**src/design/vt1_pkg.sv**
```systemverilog
// Shared types, register map codes and the addressable latch decode
// for the timer 1 / port latch interface adapter. No dependencies.
package vt1_pkg;

    localparam int IN_W  = 16;
    localparam int OUT_W = 32;

    typedef enum logic [1:0] {
        MODE_TICK  = 2'd0,
        MODE_WRITE = 2'd1,
        MODE_READ  = 2'd2,
        MODE_NOP   = 2'd3
    } mode_t;

    // Standard 6522 register map.
    localparam logic [3:0] REG_ORB   = 4'd0;
    localparam logic [3:0] REG_ORA   = 4'd1;
    localparam logic [3:0] REG_DDRB  = 4'd2;
    localparam logic [3:0] REG_DDRA  = 4'd3;
    localparam logic [3:0] REG_T1CL  = 4'd4;
    localparam logic [3:0] REG_T1CH  = 4'd5;
    localparam logic [3:0] REG_T1LL  = 4'd6;
    localparam logic [3:0] REG_T1LH  = 4'd7;
    localparam logic [3:0] REG_T2CL  = 4'd8;
    localparam logic [3:0] REG_T2CH  = 4'd9;
    localparam logic [3:0] REG_SR    = 4'd10;
    localparam logic [3:0] REG_ACR   = 4'd11;
    localparam logic [3:0] REG_PCR   = 4'd12;
    localparam logic [3:0] REG_IFR   = 4'd13;
    localparam logic [3:0] REG_IER   = 4'd14;
    localparam logic [3:0] REG_ORA_NH = 4'd15;

    localparam logic [7:0] KEY_PROBE_DDR = 8'h7f;
    localparam logic [7:0] T1_IRQ_BITS   = 8'hc0;
    localparam int         T1_FLAG_BIT   = 6;
    localparam int         FREE_RUN_BIT  = 6;

    typedef struct packed {
        mode_t      mode;
        logic [3:0] reg_addr;
        logic [7:0] write_data;
        logic       probed_key_down;
    } step_t;

    typedef struct packed {
        logic [7:0] sound_byte;
        logic       sound_strobe;
        logic [7:0] latch_bits;
        logic       irq;
        logic [7:0] read_data;
    } result_t;

    typedef struct packed {
        logic [7:0] latch_bits;
        logic       strobe;
    } latch_upd_t;

    // One addressable latch command: sel[2:0] picks the bit, sel[3] the level.
    // Bits 3, 4 and 5 follow the level; the others are active low. Bit 0
    // going low while set pushes the port A byte to the sound chip.
    function automatic latch_upd_t vt1_latch_cmd(input logic [7:0] latch,
                                                 input logic [3:0] sel);
        latch_upd_t r;
        logic       on;
        r.latch_bits = latch;
        r.strobe     = 1'b0;
        if (sel[2:0] == 3'd0) begin
            on       = !sel[3];
            r.strobe = sel[3] && latch[0];
        end
        else if (sel[2:0] == 3'd3 || sel[2:0] == 3'd4 || sel[2:0] == 3'd5) begin
            on = sel[3];
        end
        else begin
            on = !sel[3];
        end
        r.latch_bits[sel[2:0]] = on;
        return r;
    endfunction

endpackage

```
**src/design/vt1_core.sv**
```systemverilog
// Register file, timer 1 and port latch state of the interface adapter.
// Applies one step per cycle when enabled. Depends on vt1_pkg.
module vt1_core (
    input  logic             clk,
    input  logic             rst_n,
    input  logic             step_en,
    input  vt1_pkg::step_t   step,
    output vt1_pkg::result_t result
);
    import vt1_pkg::*;

    logic [7:0]  dir_a_reg, dir_a_next;
    logic [7:0]  dir_b_reg, dir_b_next;
    logic [7:0]  out_a_reg, out_a_next;
    logic [7:0]  out_b_reg, out_b_next;
    logic [7:0]  in_a_reg, in_a_next;
    logic [6:0]  irq_enable_reg, irq_enable_next;
    logic [7:0]  irq_flags_reg, irq_flags_next;
    logic [7:0]  periph_ctrl_reg, periph_ctrl_next;
    logic [7:0]  aux_ctrl_reg, aux_ctrl_next;
    logic [15:0] t1_reload_reg, t1_reload_next;
    logic [15:0] t1_value_reg, t1_value_next;
    logic        t1_active_reg, t1_active_next;
    logic [7:0]  latch_bits_reg, latch_bits_next;

    logic [15:0] t1_dec;
    logic [7:0]  flags_tmp;
    logic [7:0]  rd;
    logic        strobe;
    latch_upd_t  upd;

    always_comb
    begin
        dir_a_next       = dir_a_reg;
        dir_b_next       = dir_b_reg;
        out_a_next       = out_a_reg;
        out_b_next       = out_b_reg;
        in_a_next        = in_a_reg;
        irq_enable_next  = irq_enable_reg;
        irq_flags_next   = irq_flags_reg;
        periph_ctrl_next = periph_ctrl_reg;
        aux_ctrl_next    = aux_ctrl_reg;
        t1_reload_next   = t1_reload_reg;
        t1_value_next    = t1_value_reg;
        t1_active_next   = t1_active_reg;
        latch_bits_next  = latch_bits_reg;
        t1_dec           = t1_value_reg - 16'd1;
        flags_tmp        = irq_flags_reg;
        rd               = 8'd0;
        strobe           = 1'b0;
        upd              = vt1_latch_cmd(latch_bits_reg, out_b_reg[3:0] & dir_b_reg[3:0]);

        case (step.mode)
            MODE_TICK:
            begin
                if (t1_active_reg)
                begin
                    t1_value_next = t1_dec;
                    if (t1_dec == 16'd0)
                    begin
                        if (irq_enable_reg[T1_FLAG_BIT])
                        begin
                            irq_flags_next = irq_flags_reg | T1_IRQ_BITS;
                        end
                        if (aux_ctrl_reg[FREE_RUN_BIT])
                        begin
                            t1_value_next = t1_reload_reg;
                            if (dir_b_reg[7])
                            begin
                                out_b_next = out_b_reg ^ 8'h80;
                                upd = vt1_latch_cmd(latch_bits_reg,
                                                    out_b_next[3:0] & dir_b_reg[3:0]);
                                latch_bits_next = upd.latch_bits;
                                strobe          = upd.strobe;
                            end
                        end
                        else
                        begin
                            t1_active_next = 1'b0;
                        end
                    end
                end
            end
            MODE_WRITE:
            begin
                case (step.reg_addr)
                    REG_ORB:
                    begin
                        out_b_next = step.write_data;
                        upd = vt1_latch_cmd(latch_bits_reg,
                                            step.write_data[3:0] & dir_b_reg[3:0]);
                        latch_bits_next = upd.latch_bits;
                        strobe          = upd.strobe;
                    end
                    REG_ORA, REG_ORA_NH:
                    begin
                        out_a_next = dir_a_reg & step.write_data;
                        if (dir_a_reg == KEY_PROBE_DDR)
                        begin
                            in_a_next = step.probed_key_down ?
                                        {1'b1, out_a_next[6:0]} : 8'd0;
                        end
                    end
                    REG_DDRB: dir_b_next = step.write_data;
                    REG_DDRA: dir_a_next = step.write_data;
                    REG_T1CL, REG_T1LL: t1_reload_next = {t1_reload_reg[15:8], step.write_data};
                    REG_T1LH: t1_reload_next = {step.write_data, t1_reload_reg[7:0]};
                    REG_T1CH:
                    begin
                        t1_reload_next = {step.write_data, t1_reload_reg[7:0]};
                        t1_value_next  = t1_reload_next;
                        t1_active_next = 1'b1;
                        flags_tmp      = irq_flags_reg;
                        flags_tmp[T1_FLAG_BIT] = 1'b0;
                        irq_flags_next = (flags_tmp[6:0] == 7'd0) ? 8'd0 : flags_tmp;
                    end
                    REG_ACR: aux_ctrl_next    = step.write_data;
                    REG_PCR: periph_ctrl_next = step.write_data;
                    REG_IFR:
                    begin
                        if (!step.write_data[7])
                        begin
                            flags_tmp      = irq_flags_reg & ~step.write_data;
                            irq_flags_next = (flags_tmp[6:0] == 7'd0) ? 8'd0 : flags_tmp;
                        end
                    end
                    REG_IER:
                    begin
                        if (step.write_data[7])
                        begin
                            irq_enable_next = irq_enable_reg | step.write_data[6:0];
                        end
                        else
                        begin
                            irq_enable_next = irq_enable_reg & ~step.write_data[6:0];
                        end
                    end
                    default: ;
                endcase
            end
            MODE_READ:
            begin
                case (step.reg_addr)
                    REG_ORA, REG_ORA_NH: rd = in_a_reg;
                    REG_DDRB: rd = dir_b_reg;
                    REG_DDRA: rd = dir_a_reg;
                    REG_T1CL: rd = t1_value_reg[7:0];
                    REG_T1CH: rd = t1_value_reg[15:8];
                    REG_T1LL: rd = t1_reload_reg[7:0];
                    REG_T1LH: rd = t1_reload_reg[15:8];
                    REG_ACR:  rd = aux_ctrl_reg;
                    REG_PCR:  rd = periph_ctrl_reg;
                    REG_IFR:  rd = irq_flags_reg;
                    REG_IER:  rd = {1'b1, irq_enable_reg};
                    default:  rd = 8'd0;
                endcase
            end
            default: ;
        endcase

        // A sound push clears the keyboard input byte.
        if (strobe)
        begin
            in_a_next = 8'd0;
        end

        result.read_data    = rd;
        result.irq          = irq_flags_next[7];
        result.latch_bits   = latch_bits_next;
        result.sound_strobe = strobe;
        result.sound_byte   = strobe ? out_a_reg : 8'd0;
    end

    always_ff @(posedge clk or negedge rst_n)
    begin
        if (!rst_n)
        begin
            dir_a_reg       <= '0;
            dir_b_reg       <= '0;
            out_a_reg       <= '0;
            out_b_reg       <= '0;
            in_a_reg        <= '0;
            irq_enable_reg  <= '0;
            irq_flags_reg   <= '0;
            periph_ctrl_reg <= '0;
            aux_ctrl_reg    <= '0;
            t1_reload_reg   <= '0;
            t1_value_reg    <= '0;
            t1_active_reg   <= 1'b0;
            latch_bits_reg  <= '0;
        end
        else if (step_en)
        begin
            dir_a_reg       <= dir_a_next;
            dir_b_reg       <= dir_b_next;
            out_a_reg       <= out_a_next;
            out_b_reg       <= out_b_next;
            in_a_reg        <= in_a_next;
            irq_enable_reg  <= irq_enable_next;
            irq_flags_reg   <= irq_flags_next;
            periph_ctrl_reg <= periph_ctrl_next;
            aux_ctrl_reg    <= aux_ctrl_next;
            t1_reload_reg   <= t1_reload_next;
            t1_value_reg    <= t1_value_next;
            t1_active_reg   <= t1_active_next;
            latch_bits_reg  <= latch_bits_next;
        end
    end

endmodule

```
**src/design/via_timer1_irq_and_port_latch.sv**
```systemverilog
// Top level of the timer 1 / port latch interface adapter: input register,
// step core and result register. Depends on vt1_pkg and vt1_core.
// Path: an accepted transfer waits in the input register until the result
// register is free or being drained; the core then steps it and its result
// is registered in the result register.
// Throughput: one transfer per cycle, bounded only by the downstream tready.
// Reset: rst_n is asynchronous and active low; it clears all core state,
// both stage valid bits, and leaves the sound enable latch bit off.
module via_timer1_irq_and_port_latch (
    input  logic                       clk,
    input  logic                       rst_n,
    input  logic                       s_tvalid,
    output logic                       s_tready,
    // [1:0] mode, [5:2] reg_addr, [13:6] write_data, [14] probed_key_down
    input  logic [vt1_pkg::IN_W-1:0]   s_tdata,
    output logic                       m_tvalid,
    input  logic                       m_tready,
    // [7:0] read_data, [8] irq, [9] sound_enabled, [10] read_speech,
    // [11] write_speech, [12] key_autoscan, [13] scroll_c0, [14] scroll_c1,
    // [15] caps_led, [16] shift_led, [17] sound_strobe, [25:18] sound_byte
    output logic [vt1_pkg::OUT_W-1:0]  m_tdata
);
    import vt1_pkg::*;

    // Input register: holds one accepted transfer until the core steps it.
    logic    in_valid_reg;
    step_t   in_step_reg;
    // Result register: holds one finished result until it is taken.
    logic    out_valid_reg;
    result_t out_res_reg;

    result_t core_res;
    logic    advance;

    // The core steps whenever the result register is free or being drained,
    // so a new transfer can enter every cycle even with a result pending.
    assign advance  = in_valid_reg && (!out_valid_reg || m_tready);
    assign s_tready = !in_valid_reg || advance;

    vt1_core u_core (
        .clk     (clk),
        .rst_n   (rst_n),
        .step_en (advance),
        .step    (in_step_reg),
        .result  (core_res)
    );

    always_ff @(posedge clk or negedge rst_n)
    begin
        if (!rst_n)
        begin
            in_valid_reg  <= 1'b0;
            out_valid_reg <= 1'b0;
        end
        else
        begin
            if (s_tready)
            begin
                in_valid_reg <= s_tvalid;
            end
            if (advance)
            begin
                out_valid_reg <= 1'b1;
            end
            else if (m_tready)
            begin
                out_valid_reg <= 1'b0;
            end
        end
    end

    // Payload registers carry no reset.
    always_ff @(posedge clk)
    begin
        if (s_tvalid && s_tready)
        begin
            in_step_reg.mode            <= mode_t'(s_tdata[1:0]);
            in_step_reg.reg_addr        <= s_tdata[5:2];
            in_step_reg.write_data      <= s_tdata[13:6];
            in_step_reg.probed_key_down <= s_tdata[14];
        end
        if (advance)
        begin
            out_res_reg <= core_res;
        end
    end

    assign m_tvalid = out_valid_reg;
    assign m_tdata  = {6'd0,
                       out_res_reg.sound_byte,
                       out_res_reg.sound_strobe,
                       out_res_reg.latch_bits,
                       out_res_reg.irq,
                       out_res_reg.read_data};

    // A held transfer is never dropped while the core is blocked.
    a_in_held: assert property (@(posedge clk) disable iff (!rst_n)
        in_valid_reg && !advance |=> in_valid_reg)
        else $error("input transfer lost while stalled");

    // Every core step leaves a result in the output register.
    a_step_result: assert property (@(posedge clk) disable iff (!rst_n)
        advance |=> m_tvalid)
        else $error("core step produced no result");

    // The sound byte is only nonzero alongside its strobe.
    a_sound_byte: assert property (@(posedge clk) disable iff (!rst_n)
        m_tvalid && !out_res_reg.sound_strobe |-> out_res_reg.sound_byte == 8'd0)
        else $error("sound byte without strobe");

endmodule

```
**config.mk**
```make
export PLATFORM = sky130hd
export DESIGN_NAME = via_timer1_irq_and_port_latch
export DESIGN_NICKNAME = d
export VERILOG_FILES = /design/src/design/vt1_pkg.sv /design/src/design/vt1_core.sv /design/src/design/via_timer1_irq_and_port_latch.sv
export SDC_FILE = /design/constraint.sdc
export NUM_CORES = 1
export LEC_CHECK = 0
export BUFFER_PORTS_ARGS = -buffer_cell sky130_fd_sc_hd__clkbuf_2
export CORE_MARGIN = 1.5
export CORE_UTILIZATION = 30
export DETAILED_ROUTE_END_ITERATION = 7
export SKIP_LAST_GASP = 1
export SLEW_MARGIN = 15
export SYNTH_ARGS = -nofsm -noshare
export SYNTH_HDL_FRONTEND = slang
export SYNTH_SLANG_ARGS = --single-unit
```
**constraint.sdc**
```tcl
create_clock -name clk -period 7.1 [get_ports clk]
set_clock_uncertainty 0.2 [all_clocks]
set_input_delay 1.42 -clock clk [delete_from_list [all_inputs] [get_ports clk]]
set_output_delay 1.42 -clock clk [all_outputs]
set_load 0.02 [all_outputs]
```
==> metrics.md, run 1 <==
| Metric | Value |
|---|---|
| Outcome | `finished with violations` |
| Violations in the final reports | `DRC` |
| Reg clk slew, reported paths | `0.06 ns` |
| I/O Buffers | `46` |
| Reg2reg start | `u_core.t1_value_reg[1]$_DFFE_PN0P_` |
| Critical path endpoint category | `register` |
| CP Max Fanout | `22` |
| Synthesis Warnings | `0` |
| Setup TNS | `0 ns` |
| Finished Core Util | `34.7%` |
| Total global-route track usage | `17.4%` |
| Initial Util | `30.7%` |
| WL final | `23800 um` |
| Die ar. | `27800 um2` |
| Fin crit period | `4.38 ns` |
| Worst endpoint data arrival time | `4.50 ns` |
| Relative slew margins | `34.2%` |
| Antenna violations before repair | `0` |
| Area growth, synth to finish | `12.9%` |
| Die Wd | `167 um` |
| Wire per inst | `20.1 um` |
| Clk_lat worst skew | `0.43 ns` |
| Synthesized cell area | `8050 um2` |
| Max Slew Vio Count | `0` |
| Vias | `6612` |
| Bufs on Longest Clock Path | `2` |
| Critical path class | `input pin to register` |
| CP Launch Type | `input pin` |
| Launch point of the worst path | `m_tready` |
| Overall Power | `2.43 mW` |
| Antenna cell count | `0` |
| 1st-iter DRT viols | `770` |
| CTS Sinks | `151` |
| CTS root buf | `clkbuf_16` |
| Unique masters post-synth | `82` |
| First-pass GRT wire length | `37000 um` |
| Core Rows | `59` |
| WHS Path Cells | `2` |
| I/O pin cnt | `54` |
| Sequential share of the synthesized area | `49.5%` |
| Worst Hold Class | `register to register` |
| Largest area contributor in the netlist | `dfrtp_1` |
| Vias in the first global route | `6206` |
| Post-CTS setup buffers | `0` |
| Top_reg_cell synth | `dfrtp_1` |
| Post-DR vias/cell | `5.58` |
| Setup-failing EPs final | `0` |
| Final Hold Viols | `0` |
| Number of enable flip-flop cells after synthesis | `41` |
| Post-route cell area | `9090 um2` |
| Synth top area cells | `dfrtp_1, edfxtp_1, mux2_2, nand2_1, o21ai_0` |
| Final ANT Viol Nets | `0` |
| Worst hold start | `u_core.out_a_reg[0]$_DFFE_PN0P_` |
| Synth top area share | `34.2%` |
| Gr ovfl total | `0` |
| Mapped Cells | `812` |
| Drt pass-1 iters | `8` |
| Gpl congestion | `0.920` |
| Final-stage net count | `858` |
| VDD IR max | `157 uV` |
| Power density cells | `267 nW/um2` |
| Max Cap Violations | `0` |
| Total CTS buffers | `17` |
| Core Footprint | `26200 um2` |
| CTS resizes | `0` |
| Reg2Reg Depth | `9` |
| Non-filler cells in the finished layout | `1184` |
| FF+latch count, synth | `151` |
| Largest net degree at the start of global routing | `64` |
| CTS tree | `done` |
| H-tree depth | `4` |
| Req. time, crit path | `7.22 ns` |
| Placed cell area | `8540 um2` |
| Hpwl dp | `16500 um` |
| Placed cell count | `1152` |
| Leakage power | `3.62 nW` |
| RSZ-0062 raised after global routing | `no` |
| Layout cells sized above 1 | `17.6%` |
| Synth Area per Inst | `9.92 um2` |
| Worst-margin pin slew | `0.978 ns` |
| Height of the die | `167 um` |
| Filler cells | `2649` |
| Post-synth ARST share | `72.8%` |
| CTS hold repair buffers | `0` |
| Fmax | `228 MHz` |
| DRC | `1` |
| Final period util | `61.7%` |
| Max reg flops | `26` |
## layout make-up
class,count,area (um2),share of cell area (%)
sequential,151,3980,43.8
multi-input combinational,590,3750,41.2
clock buffer,18,429,4.72
tap,335,419,4.61
timing repair buffer,57,315,3.47
clock inverter,14,129,1.42
inverter,19,71.3,0.784
## synth_stat cells, types with 5 or more instances
master / instances
o21a_1: 11
a21oi_1: 23
o21ai_0: 67
mux2i_1: 11
a32o_1: 8
a31oi_1: 18
inv_1: 19
nor4_1: 8
nor2b_1: 22
buf_2: 5
nand2b_1: 8
o211ai_1: 11
mux2_2: 40
edfxtp_1: 41
xnor2_1: 5
o311ai_0: 5
buf_4: 7
nor3_1: 11
or3_1: 7
a22oi_1: 13
nand2_1: 119
nand4_1: 12
dfrtp_1: 110
buf_1: 5
nor2_1: 50
nand3_1: 28
a22o_1: 6
clkbuf_1: 37
a222oi_1: 7
## report_power, final
| part | total (mW) | internal (mW) | leakage, nW | switching (mW) |
|---|---|---|---|---|
| sequential | 1.17 | 1.00 | 1.86 | 0.164 |
| clock | 0.858 | 0.483 | 0.266 | 0.375 |
| combinational | 0.403 | 0.163 | 1.50 | 0.240 |
## logic make-up (layout without fill, tap and decap cells)
logic type	Yosys count	after routing	synth area share [%]
mux	51	51	6.96
fa+ha+maj	3	3	0.435
other cells	1	6	0.0466
buf+inv	76	108	4.23
xor+xnor	8	8	0.870
flops	151	151	49.5
simple gates	302	302	18.9
compound gates	220	220	19.0
## worst max-delay path, stage by stage
cell      delay (ns)
clkbuf_2        0.08
nand2b_1        0.11
nand2_1         0.45
inv_1           0.81
nand2_1         0.36
nor4_2          0.81
mux2_2          0.42
## through the flow
stage | hold WS, ns | worst slack [ns]
5_1_grt | 0.293 | 2.49
3_5_place_dp | 0.264 | 2.31
6_report | 0.274 | 2.72
2_1_floorplan | 0.242 | 3.64
3_3_place_gp | 0.258 | 2.38
4_1_cts | 0.278 | 2.76
## layout by cell type (no fill, tap or decap), types with 13 or more instances in the layout
master	synthesis	final
a22oi_1	13	13
nor2b_1	22	22
clkbuf_2	0	45
nor2_1	50	50
nand3_1	28	28
edfxtp_1	41	41
o21ai_0	67	67
clkbuf_16	0	17
mux2_2	40	40
dfrtp_1	110	110
inv_1	19	19
nand2_1	119	119
a31oi_1	18	18
a21oi_1	23	23
## path summary, 6_finish.rpt
kind,end,slack [ns]
min in group asynchronous,m_tvalid$_DFFE_PN0P_,0.81
worst min register to register,u_core.out_a_reg[0]$_DFFE_PN0P_,0.27
max in group asynchronous,u_core.t1_reload_reg[8]$_DFFE_PN0P_,4.58
worst min-delay path,u_core.out_a_reg[0]$_DFFE_PN0P_,0.27
worst max register to register,m_tdata[16]$_DFFE_PP_,3.30
worst max-delay path,u_core.periph_ctrl_reg[7]$_DFFE_PN0P_,2.72
## layer usage
metal	share of wire, %	up-vias	global-route usage (%)
met1	44	3227	24.5
met3	8.4	35	3.97
met5	0	-	0
met2	45	302	26.4
met4	2.1	0	5.89
li1	-	3048	-
(Power assumes the default switching activity.)
==> run 2, diff against run 1 <==
- clock period: 7.1 -> 3.95 ns (I/O delays scaled with it)
==> run 2 against run 1 <==
The flow still finishes with violations (DRC). Worst hold slack got worse by 0.20 ns. Register-to-register slack got worse by 2.9 ns. Clock power rose by 100%. Sequential power rose by 79%. Cell area rose by 2.9%. Global-route usage rose by 0.89 points. Wire length rose by 3.8%. Utilization rose by 1.0 points. Via count rose by 1.4%. Critical path type is now register to register. Largest power group unchanged. Highest routed layer unchanged.
==> metrics.md, run 2 (synthesis gave the netlist of run 1 again) <==
| Metric | Value |
|---|---|
| Finished Core Util | `35.7% (+1.0 points)` |
| I/O Buffers | `46 (unchanged)` |
| Initial Util | `30.7% (unchanged)` |
| Die ar. | `27800 um2 (unchanged)` |
| CTS Sinks | `151 (unchanged)` |
| Largest net degree at the start of global routing | `90 (+41%)` |
| Die Wd | `167 um (unchanged)` |
| R2r endpoint | `m_tdata[11]$_DFFE_PP_` |
| Setup TNS | `0 ns (unchanged)` |
| FF-to-FF setup slack | `0.44 ns (-2.86 ns)` |
| Final-stage net count | `882 (+2.8%)` |
| VDD IR max | `256 uV (+63%)` |
| Core Footprint | `26200 um2 (unchanged)` |
| Seq pwr share | `45.7% (-2.4 points)` |
| Worst-margin pin slew | `0.920 ns (-0.0579 ns)` |
| Worst endpoint data arrival time | `3.45 ns (-1.05 ns)` |
| Critical-path top delay cell | `dfrtp_1` |
| Relative slew margins | `38.6% (+4.4 points)` |
| Logic pwr share | `16.3% (-0.3 points)` |
| Reg clk slew, reported paths | `0.07 ns (about the same)` |
| Layout cells sized above 1 | `19.8% (+2.3 points)` |
| Worst path depth | `9 (+2)` |
| CP Cell Sequence | `inv_1, ha_1, or3b_1, o31ai_2, o2111a_1, and4_1, nand3_2, o21ai_0, o311ai_0` |
| Fin crit period | `3.51 ns` |
| WL final | `24700 um (+3.8%)` |
| P_sw | `1.42 mW (+82%)` |
| Gpl congestion | `0.939 (+2.0%)` |
| Max Slew Vio Count | `0 (unchanged)` |
| CP Max Fanout | `8 (-64%)` |
| Filler cells | `2620 (-1.1%)` |
| Total global-route track usage | `18.3% (+0.89 points)` |
| CP endpoint | `m_tdata[11]$_DFFE_PP_` |
| Worst Hold Class | `input pin to asynchronous set/reset pin` |
| Clk pwr share | `38.0% (+2.7 points)` |
| CP Launch Type | `register` |
| Switch share | `30.9% (-1.2 points)` |
| Violations in the final reports | `DRC` |
| Antenna cell count | `0 (unchanged)` |
| I/O pin cnt | `54 (unchanged)` |
| CTS hold repair buffers | `0 (unchanged)` |
| Hpwl dp | `17300 um (+5.2%)` |
| Fmax | `285 MHz` |
| CP max stage delay | `0.49 ns (-0.32 ns)` |
| Power density cells | `491 nW/um2 (+84%)` |
| Int Power | `3.18 mW (+92%)` |
| Pre-CTS setup slack | `0.494 ns (-1.82 ns)` |
| Wire per inst | `20.4 um (+1.8%)` |
| Setup-failing EPs final | `0 (unchanged)` |
| Drt pass-1 iters | `8 (unchanged)` |
| Launch point of the worst path | `u_core.t1_value_reg[1]$_DFFE_PN0P_` |
| First-pass GRT wire length | `38900 um (+5.0%)` |
| RSZ-0062 raised after global routing | `no` |
| Most common cell after layout, fill and taps aside | `nand2_1` |
| Max Cap Violations | `0 (unchanged)` |
| CTS root buf | `clkbuf_16` |
| Outcome | `finished with violations` |
| Max reg flops | `26 (unchanged)` |
| Critical path endpoint category | `register` |
| Height of the die | `167 um (unchanged)` |
| Core Rows | `59 (unchanged)` |
| CTS resizes | `0 (unchanged)` |
| Post-DR vias/cell | `5.55 (-0.59%)` |
| Final ANT Viol Nets | `0 (unchanged)` |
| CP top delay family | `simple AND/OR/NAND/NOR gates` |
| Vias in the first global route | `6587 (+6.1%)` |
| Reg2reg start | `u_core.t1_value_reg[1]$_DFFE_PN0P_` |
| Final Hold Viols | `0 (unchanged)` |
| H-tree depth | `4 (unchanged)` |
| Critical path class | `register to register` |
| Leakage power | `3.78 nW (+4.4%)` |
| CTS tree | `done` |
| Crit path buf inv count | `1 (-1)` |
| Post-CTS setup buffers | `0 (unchanged)` |
| Antenna violations before repair | `0 (unchanged)` |
| DRC | `1 (unchanged)` |
| Gr ovfl total | `0 (unchanged)` |
| Final period util | `88.8%` |
| Bufs on Longest Clock Path | `2 (unchanged)` |
| Reg2Reg Depth | `9 (unchanged)` |
| Most frequent cells in the layout | `nand2_1, dfrtp_1, o21ai_0` |
| 1st-iter DRT viols | `771 (+0.13%)` |
| Setup ws final | `0.444 ns (-2.28 ns)` |
| Area growth, synth to finish | `16.2%` |
| Worst hold margin | `0.0715 ns (-0.202 ns)` |
| Vias | `6706 (+1.4%)` |
| Clk_lat worst skew | `0.43 ns (about the same)` |
| Req. time, crit path | `3.90 ns (-3.32 ns)` |
| Total CTS buffers | `17 (unchanged)` |
run 2: worst reg2reg max path: stages (launching register included):
cell and delay (ns):
dfrtp_1 0.49, inv_1 0.15, ha_1 0.30, or3b_1 0.45, o31ai_2 0.31, o2111a_1 0.25
and4_1 0.36, nand3_2 0.22, o21ai_0 0.29, o311ai_0 0.18
run 2: worst min path at each step:
stage / to / startpoint / slack [ns] / cells after the start
after floorplan: u_core.out_a_reg[0]$_DFFE_PN0P_ / u_core.out_a_reg[0]$_DFFE_PN0P_ / 0.24 / 2
after global placement: u_core.out_a_reg[7]$_DFFE_PN0P_ / u_core.out_a_reg[7]$_DFFE_PN0P_ / 0.26 / 2
after detailed placement: u_core.out_a_reg[0]$_DFFE_PN0P_ / u_core.out_a_reg[0]$_DFFE_PN0P_ / 0.27 / 2
after CTS: u_core.t1_value_reg[1]$_DFFE_PN0P_ / rst_n / 0.08 / 1
after global routing: u_core.t1_value_reg[3]$_DFFE_PN0P_ / rst_n / 0.08 / 1
final: u_core.t1_value_reg[3]$_DFFE_PN0P_ / rst_n / 0.07 / 1
run 2: metrics by stage:
stage	instances	total power, mW	cell area, um2
after floorplan	817	2.56	8070
after global placement	1176	2.84	8730
after detailed placement	1176	2.86	8730
after CTS	1208	4.61	9360
after global routing	1208	4.79	9360
final	1208	4.60	9360
run 2: per-layer routing:
layer | global-route usage, % | share of wire (%) | up-vias
met1 | 25.3 | 44 | 3262
met4 | 7.79 | 3.3 | 0
met2 | 27.3 | 44 | 287
met3 | 4.56 | 8.1 | 59
li1 | - | - | 3098
met5 | 0 | 0 | -
run 2: final cells by class:
class	instances	area (um2)	share of cell area (%)
inverter	19	71.3	0.762
clock buffer	18	429	4.59
sequential	151	3980	42.6
clock inverter	14	198	2.11
tap	335	419	4.48
timing repair buffer	81	508	5.43
multi-input combinational	590	3750	40.1
run 2: power groups by stage:
stage | logic [mW] | registers, mW | clock network (mW)
5_1_grt | 0.826 | 2.12 | 1.84
6_report | 0.748 | 2.10 | 1.75
4_1_cts | 0.746 | 2.09 | 1.77
3_3_place_gp | 0.730 | 2.11 | 0
3_5_place_dp | 0.743 | 2.12 | 0
2_1_floorplan | 0.582 | 1.98 | 0
==> run 3, diff against run 2 <==
--- a/config.mk
+++ b/config.mk
@@ -10,3 +10,5 @@
 export CORE_UTILIZATION = 30
+export CTS_CLUSTER_SIZE = 12
 export DETAILED_ROUTE_END_ITERATION = 7
+export HOLD_SLACK_MARGIN = 0.1
 export SKIP_LAST_GASP = 1
--- a/constraint.sdc
+++ b/constraint.sdc
@@ -4,2 +4,2 @@
 set_output_delay 0.79 -clock clk [all_outputs]
-set_load 0.02 [all_outputs]
+set_load 0.005 [all_outputs]
==> run 3 against run 2 <==
The flow still finishes with violations (DRC). Via count is 0.88% higher. Non-clock buffer count is 1 higher. First-iteration DRC count is 3.4% higher. Cell area is 0.11% higher.
==> metrics.md, run 3 (synthesis gave the netlist of run 1 again) <==
| Metric | Value |
|---|---|
| Outcome | `finished with violations` |
| Violations in the final reports | `DRC` |
| Total CTS buffers | `17 (unchanged)` |
| CTS resizes | `0 (unchanged)` |
| Bufs on Longest Clock Path | `2 (unchanged)` |
| Height of the die | `167 um (unchanged)` |
| Die ar. | `27800 um2 (unchanged)` |
| Crit path buf inv count | `1 (unchanged)` |
| Reg2Reg Depth | `9 (unchanged)` |
| CTS hold repair buffers | `1 (+1)` |
| Reg clk slew, reported paths | `0.07 ns (about the same)` |
| Antenna violations before repair | `0 (unchanged)` |
| CP Max Fanout | `8 (unchanged)` |
| Core Footprint | `26200 um2 (unchanged)` |
| Worst endpoint data arrival time | `3.47 ns (+0.02 ns)` |
| Total global-route track usage | `18.3% (unchanged)` |
| Most frequent cells in the layout | `nand2_1, dfrtp_1, o21ai_0` |
| WHS Path Cells | `2` |
| Layout cells sized above 1 | `19.8% (-0.023 points)` |
| Fmax | `284 MHz (-0.42%)` |
| Req. time, crit path | `3.90 ns (about the same)` |
| CP top delay family | `compound AO/OA/AOI/OAI gates` |
| Hold path endpoint | `u_core.out_a_reg[0]$_DFFE_PN0P_` |
| Finished Core Util | `35.7% (+0.038 points)` |
| Final-stage net count | `883 (+0.11%)` |
| Antenna cell count | `0 (unchanged)` |
| Gr ovfl total | `0 (unchanged)` |
| Leakage power | `3.79 nW (+0.11%)` |
| Clk_lat worst skew | `0.43 ns (about the same)` |
| Core Rows | `59 (unchanged)` |
| Fin crit period | `3.52 ns (+0.0149 ns)` |
| Post-DR vias/cell | `5.60 (+0.80%)` |
| Overall Power | `4.57 mW (-0.50%)` |
| First-pass GRT wire length | `38900 um (about the same)` |
| Non-filler cells in the finished layout | `1209 (+0.083%)` |
| CTS tree | `done` |
| Worst Hold Class | `register to register` |
| Critical path class | `register to register` |
| Power density cells | `488 nW/um2 (-0.61%)` |
| Placed cell count | `1176 (unchanged)` |
| DRC | `1 (unchanged)` |
| 1st-iter DRT viols | `797 (+3.4%)` |
| WL final | `24700 um (+0.34%)` |
| VDD IR max | `251 uV (-1.8%)` |
| Vias | `6765 (+0.88%)` |
| Critical-path top delay cell | `dfrtp_1` |
| Reg2reg start | `u_core.t1_value_reg[1]$_DFFE_PN0P_` |
| I/O Buffers | `46 (unchanged)` |
| Final Hold Viols | `0 (unchanged)` |
| Setup TNS | `0 ns (unchanged)` |
| Max reg flops | `26 (unchanged)` |
| Max Slew Vio Count | `0 (unchanged)` |
| Most common cell after layout, fill and taps aside | `nand2_1` |
| Vias in the first global route | `6593 (+0.091%)` |
| FF-to-FF setup slack | `0.43 ns (about the same)` |
| Final ANT Viol Nets | `0 (unchanged)` |
| Worst-margin pin slew | `0.914 ns (-0.00597 ns)` |
| Drt pass-1 iters | `8 (unchanged)` |
| CP Cell Sequence | `inv_1, ha_1, or3b_1, o31ai_2, o2111a_1, and4_1, nand3_2, o21ai_0, o311ai_0` |
| H-tree depth | `4 (unchanged)` |
| Critical path endpoint category | `register` |
| Post-CTS setup buffers | `0 (unchanged)` |
| Worst hold margin | `0.273 ns (+0.201 ns)` |
| RSZ-0062 raised after global routing | `no` |
| Largest net degree at the start of global routing | `90 (unchanged)` |
| CP max stage delay | `0.50 ns (about the same)` |
| CP Launch Type | `register` |
| Gpl congestion | `0.939 (unchanged)` |
| Final period util | `89.1% (+0.38 points)` |
| CTS Sinks | `151 (unchanged)` |
| I/O pin cnt | `54 (unchanged)` |
| Max Cap Violations | `0 (unchanged)` |
| CTS root buf | `clkbuf_16` |
| Worst hold start | `u_core.out_a_reg[0]$_DFFE_PN0P_` |
| Initial Util | `30.7% (unchanged)` |
| Die Wd | `167 um (unchanged)` |
| Area growth, synth to finish | `16.3%` |
| R2r endpoint | `m_tdata[11]$_DFFE_PP_` |
| Setup-failing EPs final | `0 (unchanged)` |
| Relative slew margins | `39.0% (+0.40 points)` |
| Hpwl dp | `17300 um (unchanged)` |
| Wire per inst | `20.5 um (+0.25%)` |
-- run 3: cell count changes in the layout (fill, tap and decap cells not counted), sizes merged --
cell / previous run / this run
dlygate4sd3: 0 / 1
-- run 3: layout make-up --
| type | count | area [um2] |
|---|---|---|
| clock buffer | 18 | 429 |
| clock inverter | 14 | 198 |
| fill | 2619 | 16800 |
| inverter | 19 | 71.3 |
| multi-input combinational | 590 | 3750 |
| sequential | 151 | 3980 |
| tap | 335 | 419 |
| timing repair buffer | 82 | 518 |
-- run 3: metal layers --
metal  wire length [um]  vias up  share of wire [%]  GRT usage, %
li1                   -     3100                  -             -
met1              11000     3303                 45          25.3
met2              10900      303                 44          27.3
met3               2020       59                8.2          4.56
met4                814        0                3.3          7.79
met5                  0        -                  0             0
-- run 3: how the worst max path moves through the flow --
stage                                            start               endpoint  slack (ns)  cells past startpoint
floorplan           u_core.t1_value_reg[0]$_DFFE_PN0P_  m_tdata[12]$_DFFE_PP_        0.91                     10
global placement    u_core.t1_value_reg[1]$_DFFE_PN0P_  m_tdata[11]$_DFFE_PP_        0.57                      9
detailed placement  u_core.t1_value_reg[1]$_DFFE_PN0P_  m_tdata[11]$_DFFE_PP_        0.49                      9
CTS                 u_core.t1_value_reg[1]$_DFFE_PN0P_  m_tdata[11]$_DFFE_PP_        0.46                      9
global route        u_core.t1_value_reg[1]$_DFFE_PN0P_  m_tdata[11]$_DFFE_PP_        0.28                      9
finish              u_core.t1_value_reg[1]$_DFFE_PN0P_  m_tdata[11]$_DFFE_PP_        0.43                      9
-- run 3: per-stage QoR --
step                      cell area, um2  worst slack [ns]
after floorplan                     8070             0.912
after global placement              8730             0.573
after detailed placement            8730             0.494
after CTS                           9370             0.463
after global routing                9370             0.279
final                               9370             0.429
-- run 3: worst reg2reg max path, cell delays in order (launching register included) --
cell      delay, ns
dfrtp_1        0.50
inv_1          0.15
ha_1           0.30
or3b_1         0.45
o31ai_2        0.33
o2111a_1       0.25
and4_1         0.36
nand3_2        0.22
o21ai_0        0.29
o311ai_0       0.18
-- run 3: where the power goes --
part / internal [mW] / switching, mW / total [mW]
sequential: 1.81 / 0.294 / 2.10
combinational: 0.307 / 0.414 / 0.721
clock: 1.06 / 0.688 / 1.75
